[src/hw/rtl/txdr_pkg.sv]
package txdr_pkg;

   localparam int RING_DEPTH   = 64;
   localparam int BUFFER_BYTES = 2048;
   localparam int MAX_SEGS     = 8;

   localparam int LEN_W   = 15;
   localparam int RING_W  = 6;
   localparam int SEG_W   = 12;
   localparam int CMD_W   = 8;
   localparam int SEGS_W  = LEN_W + 1 - $clog2(BUFFER_BYTES);
   localparam int BUF_SHIFT = $clog2(BUFFER_BYTES);

   localparam int REQ_DATA_W  = LEN_W + RING_W;
   localparam int REQ_TDATA_W = ((REQ_DATA_W + 7) / 8) * 8;
   localparam int RSP_DATA_W  = 1 + 1 + RING_W + SEG_W + CMD_W + RING_W;
   localparam int RSP_TDATA_W = ((RSP_DATA_W + 7) / 8) * 8;

   localparam logic [CMD_W-1:0] CMD_EOP  = CMD_W'(1 << 0);
   localparam logic [CMD_W-1:0] CMD_IFCS = CMD_W'(1 << 1);
   localparam logic [CMD_W-1:0] CMD_RS   = CMD_W'(1 << 3);

   localparam logic STATUS_OK     = 1'b0;
   localparam logic STATUS_REJECT = 1'b1;

   typedef enum logic [1:0] {
      STATE_IDLE,
      STATE_CHECK,
      STATE_SEG
   } state_type;

   typedef struct packed {
      logic reject;
      logic empty;
   } admit_type;

   typedef struct packed {
      logic [SEG_W-1:0]  num;
      logic [LEN_W-1:0]  rem_next;
      logic [RING_W-1:0] tail_next;
      logic              is_last;
   } seg_type;

endpackage

[src/hw/rtl/txdr_admit.sv]
module txdr_admit (
   input  logic [txdr_pkg::LEN_W-1:0]  frame_length,
   input  logic [txdr_pkg::RING_W-1:0] head,
   input  logic [txdr_pkg::RING_W-1:0] tail,
   output txdr_pkg::admit_type         admit
);
   import txdr_pkg::*;

   logic [LEN_W:0]    len_round;
   logic [SEGS_W-1:0] segs;
   logic [RING_W-1:0] used;
   logic [RING_W-1:0] free_slots;

   always_comb begin
      len_round = {1'b0, frame_length} + (LEN_W + 1)'(BUFFER_BYTES - 1);
      segs      = SEGS_W'(len_round >> BUF_SHIFT);
      if (tail >= head) begin
         used = tail - head;
      end else begin
         used = RING_W'((RING_W + 1)'(tail) + (RING_W + 1)'(RING_DEPTH) - (RING_W + 1)'(head));
      end
      free_slots   = RING_W'(RING_DEPTH - 1) - used;
      admit.empty  = (segs == '0);
      admit.reject = (segs > SEGS_W'(MAX_SEGS)) ||
                     ((RING_W + SEGS_W)'(segs) > (RING_W + SEGS_W)'(free_slots));
   end

endmodule

[src/hw/rtl/txdr_seg_unit.sv]
module txdr_seg_unit (
   input  logic [txdr_pkg::LEN_W-1:0]  rem,
   input  logic [txdr_pkg::RING_W-1:0] tail,
   output txdr_pkg::seg_type           seg
);
   import txdr_pkg::*;

   always_comb begin
      seg.is_last  = (rem <= LEN_W'(BUFFER_BYTES));
      seg.num      = seg.is_last ? SEG_W'(rem) : SEG_W'(BUFFER_BYTES);
      seg.rem_next = rem - LEN_W'(seg.num);
      if (tail == RING_W'(RING_DEPTH - 1)) begin
         seg.tail_next = '0;
      end else begin
         seg.tail_next = tail + RING_W'(1);
      end
   end

endmodule

[src/hw/rtl/tx_descriptor_ring_producer_top.sv]
// Transmit descriptor ring producer. Each request beat carries a frame length and the
// current hardware head index; the block owns the ring tail and answers with one response
// beat per descriptor (slot, segment length, command byte and the advanced tail), or with a
// single non-descriptor beat when the frame is empty, needs more than MAX_SEGS segments or
// the ring lacks free slots. The last response beat of a frame has tlast set. An accepted
// request passes through the admission check state and then, if admitted, the segment state
// before the next request can be taken. The segment unit produces one descriptor per cycle
// while the response output is not stalled.
module tx_descriptor_ring_producer_top (
   input  logic                               clock,
   input  logic                               reset,
   input  logic                               req_tvalid,
   output logic                               req_tready,
   // frame_length, hw_head
   input  logic [txdr_pkg::REQ_TDATA_W-1:0]   req_tdata,
   output logic                               rsp_tvalid,
   input  logic                               rsp_tready,
   // status, desc_valid, slot, seg_length, command, new_tail
   output logic [txdr_pkg::RSP_TDATA_W-1:0]   rsp_tdata,
   output logic                               rsp_tlast
);
   import txdr_pkg::*;

   state_type         state_ff, state_in;
   logic [LEN_W-1:0]  rem_ff, rem_in;
   logic [RING_W-1:0] head_ff, head_in;
   logic [RING_W-1:0] tail_ff, tail_in;

   logic              out_valid_ff, out_valid_in;
   logic              out_status_ff, out_status_in;
   logic              out_desc_ff, out_desc_in;
   logic [RING_W-1:0] out_slot_ff, out_slot_in;
   logic [SEG_W-1:0]  out_len_ff, out_len_in;
   logic [CMD_W-1:0]  out_cmd_ff, out_cmd_in;
   logic [RING_W-1:0] out_tail_ff, out_tail_in;
   logic              out_last_ff, out_last_in;

   logic              out_free;
   logic              load_beat;
   admit_type         admit;
   seg_type           seg;

   txdr_admit u_admit (
      .frame_length (rem_ff),
      .head         (head_ff),
      .tail         (tail_ff),
      .admit        (admit)
   );

   txdr_seg_unit u_seg_unit (
      .rem  (rem_ff),
      .tail (tail_ff),
      .seg  (seg)
   );

   always_ff @(posedge clock) begin
      if (reset) begin
         state_ff     <= STATE_IDLE;
         tail_ff      <= '0;
         out_valid_ff <= 1'b0;
      end else begin
         state_ff     <= state_in;
         tail_ff      <= tail_in;
         out_valid_ff <= out_valid_in;
      end
   end

   always_ff @(posedge clock) begin
      rem_ff        <= rem_in;
      head_ff       <= head_in;
      out_status_ff <= out_status_in;
      out_desc_ff   <= out_desc_in;
      out_slot_ff   <= out_slot_in;
      out_len_ff    <= out_len_in;
      out_cmd_ff    <= out_cmd_in;
      out_tail_ff   <= out_tail_in;
      out_last_ff   <= out_last_in;
   end

   always_comb begin
      state_in      = state_ff;
      rem_in        = rem_ff;
      head_in       = head_ff;
      tail_in       = tail_ff;
      out_status_in = out_status_ff;
      out_desc_in   = out_desc_ff;
      out_slot_in   = out_slot_ff;
      out_len_in    = out_len_ff;
      out_cmd_in    = out_cmd_ff;
      out_tail_in   = out_tail_ff;
      out_last_in   = out_last_ff;
      out_free      = !out_valid_ff || rsp_tready;
      load_beat     = 1'b0;
      req_tready    = 1'b0;

      unique case (state_ff)
         STATE_IDLE: begin
            req_tready = 1'b1;
            if (req_tvalid) begin
               rem_in   = req_tdata[LEN_W-1:0];
               head_in  = req_tdata[LEN_W +: RING_W];
               state_in = STATE_CHECK;
            end
         end
         STATE_CHECK: begin
            if (admit.reject || admit.empty) begin
               if (out_free) begin
                  load_beat     = 1'b1;
                  out_status_in = admit.reject ? STATUS_REJECT : STATUS_OK;
                  out_desc_in   = 1'b0;
                  out_slot_in   = '0;
                  out_len_in    = '0;
                  out_cmd_in    = '0;
                  out_tail_in   = tail_ff;
                  out_last_in   = 1'b1;
                  state_in      = STATE_IDLE;
               end
            end else begin
               state_in = STATE_SEG;
            end
         end
         STATE_SEG: begin
            if (out_free) begin
               load_beat     = 1'b1;
               out_status_in = STATUS_OK;
               out_desc_in   = 1'b1;
               out_slot_in   = tail_ff;
               out_len_in    = seg.num;
               out_cmd_in    = seg.is_last ? (CMD_RS | CMD_IFCS | CMD_EOP) : CMD_RS;
               out_tail_in   = seg.tail_next;
               out_last_in   = seg.is_last;
               rem_in        = seg.rem_next;
               tail_in       = seg.tail_next;
               if (seg.is_last) begin
                  state_in = STATE_IDLE;
               end
            end
         end
         default: begin
            state_in = STATE_IDLE;
         end
      endcase

      out_valid_in = load_beat || (out_valid_ff && !rsp_tready);
   end

   assign rsp_tvalid = out_valid_ff;
   assign rsp_tlast  = out_last_ff;
   assign rsp_tdata  = RSP_TDATA_W'({out_tail_ff, out_cmd_ff, out_len_ff, out_slot_ff,
                                     out_desc_ff, out_status_ff});

`ifndef ASSERT_OFF
   // The tail moves only when a descriptor beat is loaded.
   assert property (@(posedge clock) disable iff (reset)
      !(load_beat && out_desc_in) |=> $stable(tail_ff))
      else $error("Tail changed without a descriptor beat.");

   // A loaded descriptor reports the tail the block now holds.
   assert property (@(posedge clock) disable iff (reset)
      (load_beat && out_desc_in) |=> (out_tail_ff == tail_ff))
      else $error("Descriptor new_tail does not match the ring tail.");

   // A beat without a descriptor always closes its frame.
   assert property (@(posedge clock) disable iff (reset)
      (rsp_tvalid && !out_desc_ff) |-> rsp_tlast)
      else $error("Non-descriptor beat without tlast.");

   // Segmenting never runs with nothing left to send.
   assert property (@(posedge clock) disable iff (reset)
      (state_ff == STATE_SEG) |-> (rem_ff != '0))
      else $error("Segment state entered with zero remaining length.");
`endif

endmodule
[config.mk]
export PLATFORM = sky130hd
export DESIGN_NAME = tx_descriptor_ring_producer_top
export DESIGN_NICKNAME = d
export VERILOG_FILES = /design/src/hw/rtl/txdr_pkg.sv /design/src/hw/rtl/txdr_admit.sv /design/src/hw/rtl/txdr_seg_unit.sv /design/src/hw/rtl/tx_descriptor_ring_producer_top.sv
export SDC_FILE = /design/constraint.sdc
export NUM_CORES = 1
export LEC_CHECK = 0
export BUFFER_PORTS_ARGS = -buffer_cell sky130_fd_sc_hd__buf_2
export CAP_MARGIN = 10
export CORE_MARGIN = 1
export CORE_UTILIZATION = 38
export CTS_BUF_LIST = sky130_fd_sc_hd__clkbuf_8 sky130_fd_sc_hd__clkbuf_16
export CTS_CLUSTER_DIAMETER = 200
export DETAILED_ROUTE_END_ITERATION = 8
export SLEW_MARGIN = 10
export SYNTH_ARGS = -nofsm -noshare
export SYNTH_HDL_FRONTEND = slang
export SYNTH_HIERARCHICAL = 1
export SYNTH_SLANG_ARGS = --single-unit
[constraint.sdc]
create_clock -name clock -period 7.35 [get_ports clock]
set_input_delay 0.735 -clock clock [delete_from_list [all_inputs] [get_ports clock]]
set_output_delay 0.735 -clock clock [all_outputs]
set_load 0.02 [all_outputs]
---- Word level (Yosys, flattened, before mapping) ----
Index checks and enable logic that the tools add are counted.
cells by class
  muxes and demuxes ....................... 43
  equal/unequal tests ..................... 9
  reduce and logical (&&, ||, !) cells .... 16
  add/subtract/negate cells ............... 7
  $lt $le $gt $ge ......................... 4
operators with widths
  cell                      count
  $mux W12                  4
  $mux W6                   7
  $mux W15                  2
  $pmux W15 S2              1
  $mux W8                   3
  $pmux W12 S2              1
  $pmux W6 S2               2
  $add A15 B11 Y16 const B  1
  $pmux W8 S2               1
  $le A15 B12 Y1 const B    1
  $sub A15 B12 Y15          1
  $add A6 B1 Y6 const B     2
  $mux W2                   6
  $sub A6 B6 Y6             2
  $mux W1                   11
  $ne A2 B2 Y1 const B      5
  $pmux W1 S2               4
  $reduce_and A4 Y1         2
  $eq A6 B6 Y1 const B      1
  $ge A6 B6 Y1              1
  $gt A5 B6 Y1              1
  $pmux W2 S3               1
  $sub A6 B6 Y6 const A     1
  $gt A5 B4 Y1 const B      1
  other kinds (11)          17
word-level totals
  input bits .............................. 28
  bits in registers ....................... 65

---- Depth between registers and ports, before layout ----
  depth after elaboration ................. 10
  gate-level depth with buffers ........... 14

---- Modules after synthesis ----
The synthesis kept the hierarchy.
modules (own cells, without submodules)
  module                           area an instance (um^2)  sequential area each (um^2)  cells each  times used
  tx_descriptor_ring_producer_top  2514.9                   1681.6                       171         1
  txdr_seg_unit                    529.3                    0.0                          86          1
  txdr_admit                       437.9                    0.0                          57          1

---- Worst setup path after synthesis ----
OpenSTA, ideal clock, no wires.
  path kind ............................... register -> register
  start point ............................. register tail_ff[0]
  end point ............................... register out_cmd_ff[1] (enable)
  buffers on the path ..................... 0
  setup slack ............................. 3.303 ns
  arrival time ............................ 3.622 ns
  clock period less this slack ............ 4.047 ns
  library setup time ...................... 0.425 ns
  cell stages (with the launch flop) ...... 14
  data required time ...................... 6.925 ns
  cells stage by stage .................... dfxtp_1 inv_1 ha_1 inv_1 fa_1 a21o_1 a21oi_1 xnor2_1 ha_1 mux2i_1 a21oi_1 a32o_1 nor2_1 a21oi_1
RTL lines
  what                    RTL line                               source
  start, declared         tx_descriptor_ring_producer_top.sv:27  logic [RING_W-1:0] tail_ff, tail_in;
  start signal, assigned  tx_descriptor_ring_producer_top.sv:63  tail_ff <= tail_in;
  end signal, assigned    tx_descriptor_ring_producer_top.sv:75  out_cmd_ff <= out_cmd_in;
  end, declared           tx_descriptor_ring_producer_top.sv:34  logic [CMD_W-1:0] out_cmd_ff, out_cmd_in;

==> run metrics <==
Max FO, Critical Path=16; slack of the critical path=about 3800 ps; CP top delay family=simple AND/OR/NAND/NOR gates; violations in the final reports=DRC; Period Utilization, post-route=between 40% and 50%; asr flop ratio synth=0%; CTS buffer count=9; worst stage delay on the critical path=approximately 470 ps; gp weighted congestion=0.832; Worst-Skew Late Latency=around 340 ps; Pins Over Slew Limit=0; global-route wire length before repair=between 10,000 and 15,000 um; cell count after placement=between 400 and 500; R2R cell count=9; post-synthesis sequential area ratio=between 40% and 50%; most frequent cells in the layout=buf_2, edfxtp_1, and2_1; fmax=283 MHz; Setup WS pre-CTS=roughly 3800 ps; status=finished, violations left; drt drc=9; Leakage=roughly 1.6 nW; commonest non-fill, non-tap cell in the layout=buf_2; Post-synth top flop=edfxtp_1; Final Non-Filler Cells=just under 500; post-CTS sizing=0; clock sinks=59; startpoint of the worst hold path=state_ff[0]; Synth-to-Final Area Change=14.2%; clock-pin slew on the worst setup and hold paths=70 ps; Data arrival, critical path=approximately 3600 ps; Hold Crit Depth=2; H-tree levels=3; # setup viols final=0; Worst EP required=~7400 ps; Cells after Synth=approximately 310; peak supply drop=~98 uV; number of synthesized flops with an enable pin=50; critical path class=register to register; Netlist cell types=53; CTS Hold Bufs=0; Post-DP Area=between 0.003 and 0.004 sq mm; GRT Total Usage=~15%; layout cells sized above 1=28.6%; Final Cell Area=0.00398 sq mm; total wire length=approximately 6700 um; #FFs+latches synth=59; ANT nets after route=0; Startpoint Class=register; die area=~0.0096 sq mm; PortBufs=56; Synth Cell Area=0.00348 sq mm; vias per cell=5.06; IO Count=71; total core area=0.00881 sq mm; yosys warns=6; TNS Setup=0 ps; Setup Skew=between 8 and 9 ps; WP depth=9; n_diodes=0; Final Net Count=414; post-DP HPWL=4780 um; die width=between 90 and 100 um; CTS tree=built; die height=approximately 98 um; FP Rows=34; Max Buffers Root-to-Sink=2; Buf/Inv on CP=0; final hold vios=0; worst hold path type=register to register; Congestion Overflow GR=0; Max-Cap Viols=0; min Tclk post-route=approximately 3500 ps; drt wl/cell=approximately 14 um; vias in the first global route=approximately 2,400; vias after detailed routing=2,440; initial antenna violation count=0; crit-path most repeated cell=nand2_1; Slew @ Worst Pin=~960 ps; CP Launch Point=rem_ff[2]; Max transition margin=36.1%; drt first-iter violations=97; power density over the cells=roughly 330 mW/mm^2; Worst Setup End Kind=register; Post CTS Setup Buffer Count=0; DR pass1 iterations=7; Tot Pwr=roughly 1.3 mW; Initial Util=39.5%; CP cell instances=or3_4, or3_1, o31ai_4, nand2_1, nand2_1, ha_1, nor3_1, a311o_1, mux2_2; CTS Root Cell=clkbuf_8; largest net degree at the start of global routing=56; Avg Inst Size Synth=~11 sq um; RSZ-0062 raised after global routing=no; reg2reg start=rem_ff[2]; slowest CP cell=ha_1
==> cell usage after synthesis, types with 3 or more instances <==
master | instances | share of area [%]
nor2b_1 | 8 | 1.4
a31oi_1 | 3 | 0.54
a211oi_1 | 3 | 0.65
nand2_1 | 8 | 0.86
ha_1 | 16 | 5.7
dfxtp_1 | 9 | 5.2
inv_1 | 17 | 1.8
xnor2_1 | 6 | 1.5
o21ai_0 | 13 | 1.9
edfxtp_1 | 50 | 43
nor2_1 | 14 | 1.5
nand3_1 | 10 | 1.4
o31ai_1 | 6 | 1.3
or3_1 | 3 | 0.54
buf_4 | 14 | 3.0
and3_1 | 6 | 1.1
mux2_2 | 21 | 6.8
xor2_1 | 3 | 0.75
a21oi_1 | 17 | 2.4
and2_1 | 29 | 5.2
nand2b_1 | 3 | 0.54
nor3_1 | 8 | 1.1
buf_2 | 3 | 0.43
clkbuf_1 | 7 | 0.75
==> cells by family after synthesis <==
kind of cell | Yosys count | synth area share, %
AO/OA/AOI/OAI | 60 | 11.9
XOR/XNOR | 9 | 2.26
adder cells (fa/ha/maj) | 17 | 6.32
buffers and inverters | 43 | 6.68
flip-flops | 59 | 48.3
multiplexers | 23 | 7.37
other | 2 | 0.216
AND/OR/NAND/NOR | 101 | 16.9
==> flip-flops by register name, summed over array words and instances, names as in the netlist, 2 cells and up <==
name	count
out_cmd_ff	2
head_ff	6
rem_ff	15
out_tail_ff	6
tail_ff	6
state_ff	2
out_slot_ff	6
out_len_ff	12
==> worst min-delay path, cell delays in order, from the launching register on <==
cell      delay (ps)
dfxtp_1          330
nand2b_1          70
mux2i_1           60
==> per-layer routing <==
metal | part of all wire (%) | routed length, um | GRT usage (%)
met5 | 0 | 0 | 0
met4 | 2.5 | 170 | 8.97
met3 | 3.5 | 234 | 2.88
met2 | 43 | 2890 | 22.0
met1 | 51 | 3410 | 20.3
==> cell type report <==
cell class,instances,area [sq um]
clock buffers,10,138
inverters,17,63.8
repair buffers,60,310
fillers,843,4830
flip-flops and latches,59,1680
multi-input cells,222,1620
clock inverters,6,32.5
well taps,108,135
==> path summary, 6_finish.rpt <==
kind	to	slack, ps
min	state_ff[0]	510
min reg2reg	state_ff[0]	510
max	rem_ff[10]	3820
max reg2reg	rem_ff[10]	3820
==> per-stage QoR <==
stage          utilization [%]  hold WS (ps)
3_3_place_gp              43.2           485
2_1_floorplan                -           466
6_report                  45.2           506
4_1_cts                   45.2           504
5_1_grt                   45.2           557
3_5_place_dp              43.2           492
==> power by group <==
part	leakage [nW]	internal [mW]	switching, mW
Combinational	0.941	0.183	0.305
Clock	0.0869	0.128	0.130
Sequential	0.554	0.500	0.0713
Total	1.58	0.811	0.506
Note: power is estimated with default switching activity, not from simulation.
